--- config.mk ---
export PLATFORM = sky130hd
export DESIGN_NAME = sssp_ctrl
export DESIGN_NICKNAME = d
export VERILOG_FILES = /design/src/hdl/sssp_pkg.sv /design/src/hdl/sssp_ctrl.sv
export SDC_FILE = /design/constraint.sdc
export NUM_CORES = 1
export LEC_CHECK = 0
export BUFFER_PORTS_ARGS = -buffer_cell sky130_fd_sc_hd__buf_2
export CAP_MARGIN = 20
export CORE_AREA = 4 4 41 43
export DETAILED_ROUTE_END_ITERATION = 6
export DIE_AREA = 0 0 45 47
export GPL_ROUTABILITY_DRIVEN = 0
export PLACE_DENSITY = 0.65
export SETUP_SLACK_MARGIN = 0.5
export SYNTH_ARGS = -nofsm -noshare
export SYNTH_HDL_FRONTEND = slang
export SYNTH_SLANG_ARGS = --single-unit
export TNS_END_PERCENT = 30
--- constraint.sdc ---
create_clock -name clk -period 3.1 [get_ports clk]
set_clock_uncertainty 0.15 [all_clocks]
set_input_delay 0 -clock clk [delete_from_list [all_inputs] [get_ports clk]]
set_output_delay 0 -clock clk [all_outputs]
set_load 0.05 [all_outputs]
--- src/hdl/sssp_pkg.sv ---
package sssp_pkg;

    localparam int NODE_BITS    = 6;
    localparam int MAX_VERTICES = 1 << NODE_BITS;
    localparam int VC_BITS      = NODE_BITS + 1;
    localparam int MAX_EDGES    = 256;
    localparam int WEIGHT_BITS  = 16;
    localparam int DIST_BITS    = 24;
    localparam int CMD_BITS     = 2;

    localparam logic [CMD_BITS-1:0] CMD_CLEAR = 2'd0;
    localparam logic [CMD_BITS-1:0] CMD_ADD   = 2'd1;
    localparam logic [CMD_BITS-1:0] CMD_SOLVE = 2'd2;

    localparam logic [DIST_BITS-1:0] DIST_INF = '1;

    typedef struct packed {
        logic [WEIGHT_BITS-1:0] w;
        logic [NODE_BITS-1:0]   b;
        logic [NODE_BITS-1:0]   a;
    } edge_t;

    typedef struct packed {
        logic clear_graph;
        logic add_edge;
        logic solve_start;
        logic sel_start;
        logic sel_run;
        logic settle;
        logic edge_issue;
        logic edge_check;
        logic relax;
        logic res_read;
        logic out_load;
    } ctrl_cmd_t;

    typedef struct packed {
        logic sel_done;
        logic found;
        logic edges_done;
        logic relax_need;
        logic out_free;
    } ctrl_stat_t;

endpackage

--- src/hdl/sssp_ctrl.sv ---
module sssp_ctrl
(
    input  logic                           clk,
    input  logic                           rst_n,
    input  logic                           in_valid,
    output logic                           in_ready,
    input  logic [sssp_pkg::CMD_BITS-1:0]  in_cmd,
    input  sssp_pkg::ctrl_stat_t           stat,
    output sssp_pkg::ctrl_cmd_t            cmd
);

    localparam logic [3:0] ST_IDLE      = 4'd0;
    localparam logic [3:0] ST_SEL_START = 4'd1;
    localparam logic [3:0] ST_SEL       = 4'd2;
    localparam logic [3:0] ST_SETTLE    = 4'd3;
    localparam logic [3:0] ST_EDGE_RD   = 4'd4;
    localparam logic [3:0] ST_EDGE_CHK  = 4'd5;
    localparam logic [3:0] ST_RELAX     = 4'd6;
    localparam logic [3:0] ST_RES_RD    = 4'd7;
    localparam logic [3:0] ST_RES_OUT   = 4'd8;

    logic [3:0] state_reg;
    logic [3:0] state_next;
    logic       accept;

    assign in_ready = (state_reg == ST_IDLE);
    assign accept   = in_valid && in_ready;

    always_comb
    begin
        state_next = state_reg;
        cmd        = '0;
        case (state_reg)
            ST_IDLE:
            begin
                cmd.clear_graph = accept && (in_cmd == sssp_pkg::CMD_CLEAR);
                cmd.add_edge    = accept && (in_cmd == sssp_pkg::CMD_ADD);
                cmd.solve_start = accept && (in_cmd == sssp_pkg::CMD_SOLVE);
                if (accept && (in_cmd == sssp_pkg::CMD_SOLVE))
                begin
                    state_next = ST_SEL_START;
                end
            end
            ST_SEL_START:
            begin
                cmd.sel_start = 1'b1;
                state_next    = ST_SEL;
            end
            ST_SEL:
            begin
                cmd.sel_run = 1'b1;
                if (stat.sel_done)
                begin
                    state_next = stat.found ? ST_SETTLE : ST_RES_RD;
                end
            end
            ST_SETTLE:
            begin
                cmd.settle = 1'b1;
                state_next = ST_EDGE_RD;
            end
            ST_EDGE_RD:
            begin
                if (stat.edges_done)
                begin
                    state_next = ST_SEL_START;
                end
                else
                begin
                    cmd.edge_issue = 1'b1;
                    state_next     = ST_EDGE_CHK;
                end
            end
            ST_EDGE_CHK:
            begin
                cmd.edge_check = 1'b1;
                state_next     = stat.relax_need ? ST_RELAX : ST_EDGE_RD;
            end
            ST_RELAX:
            begin
                cmd.relax  = 1'b1;
                state_next = ST_EDGE_RD;
            end
            ST_RES_RD:
            begin
                cmd.res_read = 1'b1;
                state_next   = ST_RES_OUT;
            end
            ST_RES_OUT:
            begin
                if (stat.out_free)
                begin
                    cmd.out_load = 1'b1;
                    state_next   = ST_IDLE;
                end
            end
            default:
            begin
                state_next = ST_IDLE;
            end
        endcase
    end

    always_ff @(posedge clk or negedge rst_n)
    begin
        if (!rst_n)
        begin
            state_reg <= ST_IDLE;
        end
        else
        begin
            state_reg <= state_next;
        end
    end

endmodule

# --- After elaboration in Yosys (flattened, before gate mapping) ---
# Cells that the tools add are included.
classes:
  n_mux: 18
  reduce_logical: 8
  eq_ne: 13
op_table:
  columns: ["cell", "count"]
  rows:
  - ["one-hot mux 4 bit (8 select lines)", 1]
  - ["equality test 4 x 3 -> 1 bit (second input constant)", 4]
  - ["two-way mux 4 bit", 3]
  - ["two-way mux 1 bit", 10]
  - ["two-way mux 3 bit", 3]
  - ["equality test 4 x 2 -> 1 bit (second input constant)", 2]
  - ["equality test 4 x 1 -> 1 bit (second input constant)", 1]
  - ["equality test 4 bit (second input constant)", 1]
  - ["logical AND 1 bit", 4]
  - ["logical NOT 4 bit", 1]
  - ["!= test 2 bit (second input constant)", 2]
  - ["AND reduction 3 bit", 1]
  - ["equality test 2 x 1 -> 1 bit (second input constant)", 1]
  - ["equality test 2 bit (second input constant)", 1]
  - ["logical NOT 2 bit", 1]
  - ["two-way mux 2 bit", 1]
  - ["!= test 2 x 1 -> 1 bit (second input constant)", 1]
  - ["OR reduction 2 bit", 1]
word_totals:
  ff_bits: 4
  input_bits: 10
  wordCells: 40

# --- Longest topological paths before layout ---
# Gate-level depths: netlist of the first run.
logic_depth:
  word_depth: 5
  mapped_depth: 4
  ltp_nobuf: 3

# --- Worst setup path after synthesis of the first run ---
# OpenSTA, ideal clock, no wires.
synth_path:
  kind: "register -> output"
  start: "register state_reg[3]"
  end: "output cmd[4] in the netlist's numbering"
  required_time_ns: 2.950
  slack_ns: 0.785
  arrival_time_ns: 2.165
  path_buffers: 1
  path_stages_with_launch: 4
  cell_sequence: "dfrtp_1 > buf_4 > nand2b_1 > nor4_1"
synth_rtl:
  columns: ["item", "line", "text"]
  rows:
  - ["start, declared", "sssp_ctrl.sv:22", "logic [3:0] state_reg;"]
  - ["start signal, assigned", "sssp_ctrl.sv:112", "state_reg <= state_next;"]
  - ["end, declared", "sssp_ctrl.sv:9", "output sssp_pkg::ctrl_cmd_t cmd"]

==> results of run 1 <==
[cell families after synthesis]
family / synth area share
simple gates: 0.464
compound gates: 0.155
buf+inv: 0.107
flops: 0.275
[tightest hold or removal path: stages]
cell,delay [ns]
buf_2,0.09
nand2b_1,0.12
nand3b_1,0.08
a21oi_1,0.06
[per-layer routing]
layer	vias to the layer above	wire, µm	global-route usage
met3	0	92	0.0651
met4	0	0	0.0175
met2	13	438	0.144
li1	203	-	-
met5	-	0	0
met1	171	363	0.129
[layout make-up]
cell class / instances / area [µm²]
well taps: 15 / 18.8
fillers: 147 / 762
flip-flops and latches: 4 / 100
clock buffers: 3 / 22.5
multi-input cells: 31 / 225
inverters: 2 / 7.51
repair buffers: 27 / 165
[worst max-delay path by stage]
stage,startpoint,end,cells past startpoint
2_1_floorplan,state_reg[3]$_DFFE_PN0P_,cmd[4],3
3_3_place_gp,state_reg[1]$_DFFE_PN0P_,cmd[0],3
3_5_place_dp,state_reg[1]$_DFFE_PN0P_,cmd[0],3
4_1_cts,state_reg[1]$_DFFE_PN0P_,cmd[0],3
5_1_grt,state_reg[1]$_DFFE_PN0P_,cmd[0],3
6_report,state_reg[1]$_DFFE_PN0P_,cmd[0],3
[metrics by stage]
stage / total power, mW / instance area [µm²]
3_5_place_dp: 0.424 / 457
5_1_grt: 0.529 / 539
4_1_cts: 0.496 / 539
6_report: 0.490 / 539
2_1_floorplan: 0.384 / 364
3_3_place_gp: 0.422 / 457
[placed cells by master (no fill, tap or decap), types with 2 or more instances in the layout]
cell type | Yosys | routed
nand2_1 | 2 | 2
nand2b_1 | 7 | 7
dlygate4sd3_1 | 0 | 6
nor2_1 | 5 | 5
inv_1 | 2 | 2
and4b_1 | 2 | 2
a21oi_1 | 2 | 2
dfrtp_1 | 4 | 4
clkbuf_4 | 0 | 3
nor3_1 | 3 | 3
buf_2 | 1 | 21
[power by group]
group | switching (mW) | internal (mW) | total (mW)
combinational | 0.199 | 0.0970 | 0.296
clock | 0.0205 | 0.0432 | 0.0637
sequential | 0.0593 | 0.0709 | 0.130
total | 0.279 | 0.211 | 0.490
==> summary.md, run 1 <==
| Metric | Value |
|---|---|
| Hold path cells | `4` |
| Pre-CTS setup slack | `1.52 ns` |
| CTS tree | `yes` |
| Die H | `47 µm` |
| Ant. Diodes | `0` |
| Status | `finished clean` |
| Hold/Removal Path Class | `in -> reg` |
| # nets final | `79` |
| Clock transition at path regs | `around 0.040 ns` |
| CTS Buf Count | `3` |
| Detailed-route vias per instance | `approximately 4.7` |
| Async S/R FF share, synth | `1.00` |
| Most common cell in the netlist | `nand2b_1` |
| Crit path max fanout | `12` |
| Final core utilization | `0.414` |
| Post-synth cell types | `21` |
| Final min period | `around 1.8 ns` |
| Port Buffers | `21` |
| Actual slew at the worst max-slew pin | `~0.39 ns` |
| Initial antenna violation count | `0` |
| Final clock period utilization by the worst path | `0.593` |
| Fin. max-slew vios | `0` |
| Number of global-route vias before repair | `between 300 and 400` |
| GR Util All Layers | `0.101` |
| Max reg flops | `4` |
| Non-Filler Instances | `about 80` |
| Reg2Reg Depth | `2` |
| Syn nets | `51` |
| Post-detail-place hpwl | `slightly below 700 µm` |
| PostCTS Resize Cnt | `0` |
| Setup CP Type | `reg -> out` |
| Setup TNS | `0 ns` |
| Setup crit start kind | `flop` |
| Peak VDD IR | `0.447 mV` |
| WHS | `about 0.014 ns` |
| CP required | `approximately 3.0 ns` |
| FF-to-FF End | `state_reg[3]$_DFFE_PN0P_` |
| Setup Buffers After CTS | `0` |
| P_leak | `0.272 nW` |
| CTS Hold Bufs | `6` |
| Largest net degree at the start of global routing | `13` |
| Dominant cells by area after synthesis | `dfrtp_1 27%, nand2b_1 12%, nor4_4 5.8%` |
| Core area | `around 1300 µm²` |
| Worst rel slew slack | `0.739` |
| Power per cell area | `between 900 and 1000 nW/µm²` |
| Syn_area_per_cell | `between 8 and 9 µm²` |
| Synth top area share | `0.275` |
| #FFs+latches synth | `4` |
| Final setup margin | `1.26 ns` |
| Hold Path End | `state_reg[1]$_DFFE_PN0P_` |
| Final hold viol count | `0` |
| Gr ovfl total | `0` |
| Finish-stage setup viols | `0` |
| P&R area growth vs syn | `48.1%` |
| Num rows | `13` |
| Worst-Skew Late Latency | `around 0.24 ns` |
| Initial core utilization | `0.280` |
| Clk buf depth | `2` |
| First-pass GRT wire length | `1520 µm` |
| CTS H-tree lvls | `1` |
| DP Cell Count | `73` |
| CTS root buf | `clkbuf_4` |
| Critical Path, Cell by Cell | `or4b_4, nor2_1, buf_2` |
| Critical path arrival | `1.69 ns` |
| Die width | `45 µm` |
| Post-synth EDFFs | `0` |
| Share of layout cells above drive strength 1 | `0.418` |
| First drt pass iteration count | `4` |
| Number of max-cap violations | `0` |
| Critical-path top delay cell | `or4b_4` |
| DRC | `0` |
| Initial DRC count | `3` |
| Max stage delay on crit path | `between 0.5 and 0.6 ns` |
| Die Area | `approximately 2100 µm²` |
| Main synth FF type | `dfrtp_1` |
| RSZ-0062 raised after global routing | `false` |
| Clk sinks | `4` |
| Total number of vias | `a little under 400` |
| CP Capture Type | `output port` |
| CP top delay family | `simple AND/OR/NAND/NOR gates` |
| Routed WL per cell | `approximately 11 µm` |
| Buf/Inv on CP | `1` |
| Reg2reg start | `state_reg[1]$_DFFE_PN0P_` |
| Post-synth top area cell | `dfrtp_1` |
| Final WL | `about 890 µm` |
| Commonest cells in the netlist | `7 x nand2b_1, 5 x nor2_1, 4 x dfrtp_1, 3 x nor3_1` |
| Synth Warn # | `0` |
| Peak Freq | `roughly 540 MHz` |
| Ports | `22` |
| Flop2flop setup slack | `~1.7 ns` |
| Synth Cell Area | `~360 µm²` |
| Synthesized instance count | `just over 40` |
| Remaining antenna violation count after routing | `0` |
| Hold_sp | `stat[1]` |
| Seq/Total Area, Yosys | `0.275` |
(Power assumes the default switching activity.)
==> run 2: changes to the inputs <==
==> constraint.sdc (replaced) <==
create_clock -name clk -period 1.86 [get_ports clk]
set_clock_uncertainty 0.15 [all_clocks]
set_input_delay 0 -clock clk [delete_from_list [all_inputs] [get_ports clk]]
set_output_delay 0 -clock clk [all_outputs]
set_load 0.05 [all_outputs]
==> summary.md, run 2 (synthesis results as in run 1) <==
| Metric | Value |
|---|---|
| Commonest non-fill, non-tap cells in the layout | `16 x buf_2, 7 x nand2b_1, 5 x dlygate4sd3_1, 5 x buf_4, 4 x nor2_1` |
| Detailed-route vias per instance | `just under 5` |
| Clk buf depth | `2` |
| Port Buffers | `21` |
| Final setup margin | `around 0.22 ns` |
| Die width | `45 µm` |
| Finish-stage setup viols | `0` |
| Fillers | `around 130` |
| Final hold viol count | `0` |
| Core area | `1300 µm²` |
| Largest net degree at the start of global routing | `10` |
| CP startpoint | `state_reg[3]$_DFFE_PN0P_` |
| P_leak | `between 0.2 and 0.3 nW` |
| Peak VDD IR | `between 0.5 and 0.6 mV` |
| Reg2reg start | `state_reg[2]$_DFFE_PN0P_` |
| Flop2flop setup slack | `0.36 ns` |
| Switching share of power | `0.532` |
| Fin. max-slew vios | `0` |
| Number of cells on the critical path | `3` |
| Sequential Area | `104 µm²` |
| Worst rel slew slack | `0.757` |
| CTS Buf Count | `3` |
| First-pass GRT wire length | `1540 µm` |
| # nets final | `just over 80` |
| Critical path arrival | `1.49 ns` |
| Reg2Reg Depth | `4` |
| Peak Freq | `just over 600 MHz` |
| Number of max-cap violations | `0` |
| Int Pwr | `443 µW` |
| First drt pass iteration count | `4` |
| Initial antenna violation count | `0` |
| Clock power share | `0.113` |
| Critical-path top delay cell | `dfrtp_2` |
| Max stage delay on crit path | `0.48 ns` |
| CTS H-tree lvls | `1` |
| Setup crit start kind | `flop` |
| FF-to-FF End | `state_reg[0]$_DFFE_PN0P_` |
| Gr ovfl total | `0` |
| P&R area growth vs syn | `76.3%` |
| Post-detail-place hpwl | `around 730 µm` |
| Buf/Inv on CP | `1` |
| RSZ-0062 raised after global routing | `true` |
| Die H | `approximately 47 µm` |
| Final min period | `1.64 ns` |
| NetSw | `504 µW` |
| CP Capture Type | `output port` |
| Ant. Diodes | `0` |
| Combinational Power Share | `0.699` |
| Status | `finished clean` |
| CP required | `roughly 1.7 ns` |
| Max reg flops | `4` |
| Critical Path, Cell by Cell | `nor4_4, and4b_4, buf_8` |
| Area occupied by multi-input gates | `around 250 µm²` |
| Power per cell area | `roughly 1500 nW/µm²` |
| CTS tree | `yes` |
| Clock transition at path regs | `~0.04 ns` |
| Actual slew at the worst max-slew pin | `0.364 ns` |
| Reg power frac | `0.188` |
| Die Area | `between 2000 and 2500 µm²` |
| Routed WL per cell | `about 12 µm` |
| GR Util All Layers | `0.105` |
| Worst-Skew Late Latency | `0.23 ns` |
| Total number of vias | `between 400 and 500` |
| CP Capture Point | `cmd[10]` |
| Setup TNS | `0 ns` |
| Initial core utilization | `0.280` |
| Clk sinks | `4` |
| Share of layout cells above drive strength 1 | `0.592` |
| Final clock period utilization by the worst path | `0.879` |
| CP top delay family | `simple AND/OR/NAND/NOR gates` |
| Most common cell after layout, fill and taps aside | `buf_2` |
| Setup CP Type | `reg -> out` |
| Initial DRC count | `5` |
| Num rows | `13` |
| Final WL | `about 1100 µm` |
| Hold/Removal Path Class | `in -> reg` |
| Crit path max fanout | `9` |
| Number of global-route vias before repair | `380` |
| Remaining antenna violation count after routing | `0` |
| DRC | `0` |
| Ports | `22` |
| Pre-CTS setup slack | `approximately 0.26 ns` |
| CTS root buf | `clkbuf_4` |
-- run 2: cell type report --
cell class | instances | share of cell area
clock buffer | 3 | 0.0351
inverter | 2 | 0.0117
multi-input combinational | 31 | 0.396
sequential | 4 | 0.162
tap | 15 | 0.0292
timing repair buffer | 31 | 0.366
-- run 2: per-layer routing --
layer	wire length, µm	global-route usage	vias up
met2	574	0.178	11
li1	-	-	207
met1	400	0.103	205
met5	0	0	-
met4	31	0.117	0
met3	59	0.0192	4
-- run 2: metrics by stage --
| stage | area (µm²) | instances | hold WS [ns] | util | power (mW) |
|---|---|---|---|---|---|
| final | 642 | 86 | 0.0206 | 0.493 | 0.947 |
| after global routing | 642 | 86 | 0.0361 | 0.493 | 1.01 |
| after CTS | 639 | 86 | 0.0210 | 0.491 | 0.950 |
| after detailed placement | 485 | 74 | -0.345 | 0.373 | 0.744 |
| after global placement | 485 | 74 | -0.345 | 0.373 | 0.734 |
| after floorplan | 389 | 41 | -0.446 | - | 0.662 |
-- run 2: worst min path at each step --
stage,start,to,slack [ns],depth (start not counted)
2_1_floorplan,rst_n,state_reg[0]$_DFFE_PN0P_,-0.45,0
3_3_place_gp,rst_n,state_reg[2]$_DFFE_PN0P_,-0.35,1
3_5_place_dp,rst_n,state_reg[2]$_DFFE_PN0P_,-0.35,1
4_1_cts,stat[1],state_reg[1]$_DFFE_PN0P_,0.02,4
5_1_grt,stat[1],state_reg[1]$_DFFE_PN0P_,0.04,4
6_report,stat[1],state_reg[1]$_DFFE_PN0P_,0.02,4
-- run 2: worst reg2reg max path, stage by stage, from the launching register on --
cell       delay, ns
dfrtp_1         0.38
buf_6           0.13
buf_4           0.15
nand2b_1        0.14
a2111oi_1       0.42
-- run 2: power by group through the flow --
stage | clock [mW] | sequential [mW] | combinational (mW)
6_report | 0.107 | 0.178 | 0.662
5_1_grt | 0.120 | 0.179 | 0.707
4_1_cts | 0.112 | 0.176 | 0.662
3_5_place_dp | 0 | 0.197 | 0.547
3_3_place_gp | 0 | 0.193 | 0.542
2_1_floorplan | 0 | 0.140 | 0.522
-- run 2: timing repair --
action                                 CTS  global route
hold buffers                             5             0
resized for setup                       17             2
setup buffers                            4             0
endpoints found under the hold margin    7             0
pin swaps                                4             1
setup endpoints to repair               15            15
==> run 3: changes to the inputs <==
==> constraint.sdc (replaced) <==
create_clock -name clk -period 1.86 [get_ports clk]
set_clock_uncertainty 0.15 [all_clocks]
set_input_delay 0.093 -clock clk [delete_from_list [all_inputs] [get_ports clk]]
set_output_delay 0.093 -clock clk [all_outputs]
set_load 0.05 [all_outputs]
==> summary.md, run 3 (synthesis results as in run 1) <==
| Metric | Value |
|---|---|
| Peak Freq | `584 MHz` |
| Peak VDD IR | `around 0.74 mV` |
| Initial DRC count | `5` |
| Max reg flops | `4` |
| Clock power share | `0.110` |
| Initial antenna violation count | `0` |
| CP Capture Type | `output port` |
| Final clock period utilization by the worst path | `0.920` |
| # nets final | `83` |
| Final WL | `about 1100 µm` |
| Worst rel slew slack | `0.766` |
| Num rows | `13` |
| Critical-path top delay cell | `or4b_4` |
| Buf/Inv on CP | `1` |
| Reg power frac | `0.171` |
| Actual slew at the worst max-slew pin | `0.350 ns` |
| CTS tree | `yes` |
| Placed Instance Area | `~500 µm²` |
| Total power | `961 µW` |
| Max stage delay on crit path | `roughly 0.55 ns` |
| GR Util All Layers | `0.113` |
| RSZ-0062 raised after global routing | `true` |
| CP top delay family | `simple AND/OR/NAND/NOR gates` |
| Pre-CTS setup slack | `0.203 ns` |
| Port Buffers | `21` |
| Share of layout cells above drive strength 1 | `0.606` |
| Worst-Skew Late Latency | `about 0.23 ns` |
| Clk buf depth | `2` |
| Power per cell area | `1520 nW/µm²` |
| Hold/Removal Path Class | `in -> reg` |
| Post-detail-place hpwl | `roughly 760 µm` |
| DRC | `0` |
| Clk sinks | `4` |
| CTS Buf Count | `3` |
| Setup CP Type | `reg -> out` |
| Finish-stage setup viols | `0` |
| Crit path max fanout | `4` |
| Gr ovfl total | `0` |
| First drt pass iteration count | `2` |
| Final setup margin | `0.148 ns` |
| Critical Path, Cell by Cell | `or4b_4, nor2_4, buf_6` |
| Die Area | `approximately 2100 µm²` |
| CP required | `approximately 1.6 ns` |
| Fillers | `134` |
| First-pass GRT wire length | `1720 µm` |
| Status | `finished clean` |
| Number of max-cap violations | `0` |
| NetSw | `514 µW` |
| CTS H-tree lvls | `1` |
| Die H | `between 40 and 50 µm` |
| Int Pwr | `~450 µW` |
| Final min period | `~1.7 ns` |
| Combinational Power Share | `0.719` |
| Remaining antenna violation count after routing | `0` |
| Largest net degree at the start of global routing | `11` |
| P_leak | `0.301 nW` |
| Commonest non-fill, non-tap cells in the layout | `17 x buf_2, 7 x nand2b_1, 6 x buf_4, 4 x nor2_1` |
| Core area | `approximately 1300 µm²` |
| Most common cell after layout, fill and taps aside | `buf_2` |
| Critical path arrival | `roughly 1.5 ns` |
| Ports | `22` |
| Ant. Diodes | `0` |
| Setup crit start kind | `flop` |
| Routed WL per cell | `approximately 13 µm` |
| Clock transition at path regs | `0.04 ns` |
| Die width | `45 µm` |
| Total number of vias | `408` |
| Initial core utilization | `0.280` |
| P&R area growth vs syn | `73.9%` |
| Detailed-route vias per instance | `between 4 and 5` |
| Number of global-route vias before repair | `approximately 410` |
| Fin. max-slew vios | `0` |
| Post-route cell area | `about 630 µm²` |
| Switching share of power | `0.535` |
| CTS root buf | `clkbuf_4` |
| Final hold viol count | `0` |
-- run 3: changes by cell type in the layout (fill, tap and decap cells not counted) --
cell	change
buf_2	+1
dlygate4sd3_1	-2
dfrtp_2	-1
buf_4	+1
dfrtp_1	+1
-- run 3: worst reg2reg max path: stages, from the launching register on --
cell	delay, ns
dfrtp_1	0.38
buf_6	0.13
buf_4	0.15
nand2b_1	0.14
a2111oi_1	0.41
-- run 3: area by class of cell --
class,count,area (µm²),area share
inverters,2,7.51,0.0119
well taps,15,18.8,0.0296
repair buffers,31,228,0.360
flip-flops and latches,4,103,0.162
clock buffers,3,22.5,0.0356
multi-input cells,31,254,0.401
-- run 3: final timing paths --
path | from | end | slack [ns] | cells after the start
worst max register to register | state_reg[2]$_DFFE_PN0P_ | state_reg[0]$_DFFE_PN0P_ | 0.36 | 4
worst min register to register | state_reg[3]$_DFFE_PN0P_ | state_reg[0]$_DFFE_PN0P_ | 0.41 | 1
max in group asynchronous | rst_n | state_reg[3]$_DFFE_PN0P_ | 1.39 | 2
worst min-delay path | stat[3] | state_reg[2]$_DFFE_PN0P_ | 0.02 | 3
worst max-delay path | state_reg[0]$_DFFE_PN0P_ | cmd[0] | 0.15 | 3
min in group asynchronous | rst_n | state_reg[1]$_DFFE_PN0P_ | 0.05 | 2
-- run 3: through the flow --
| stage | TNS [ns] | hold slack (ns) | std cells | util |
|---|---|---|---|---|
| final | 0 | 0.0245 | 86 | 0.487 |
| after global routing | 0 | 0.0309 | 86 | 0.487 |
| after global placement | 0 | -0.252 | 76 | 0.385 |
| after floorplan | -0.351 | -0.353 | 41 | - |
| after detailed placement | 0 | -0.250 | 76 | 0.385 |
| after CTS | 0 | 0.0293 | 85 | 0.477 |
-- run 3: per-layer routing --
metal,global-route usage,vias up,wire length (µm)
li1,-,210,-
met1,0.119,185,410
met2,0.201,11,639
met3,0.0307,2,57
met4,0.0702,0,25
met5,0,-,0
-- run 3: repair_timing --
| action | CTS | global route |
|---|---|---|
| gates resized for setup | 15 | 1 |
| hold buffers | 3 | 0 |
| hold endpoints to repair | 6 | 0 |
| endpoints found under the setup margin | 15 | 16 |
| pin swaps | 4 | 2 |
| buffers inserted | 3 | 1 |
-- run 3: power by group through the flow --
stage / registers [mW] / clock network, mW / logic (mW)
finish: 0.164 / 0.105 / 0.691
global route: 0.169 / 0.119 / 0.736
CTS: 0.164 / 0.113 / 0.682
detailed placement: 0.168 / 0 / 0.607
global placement: 0.167 / 0 / 0.601
floorplan: 0.140 / 0 / 0.522
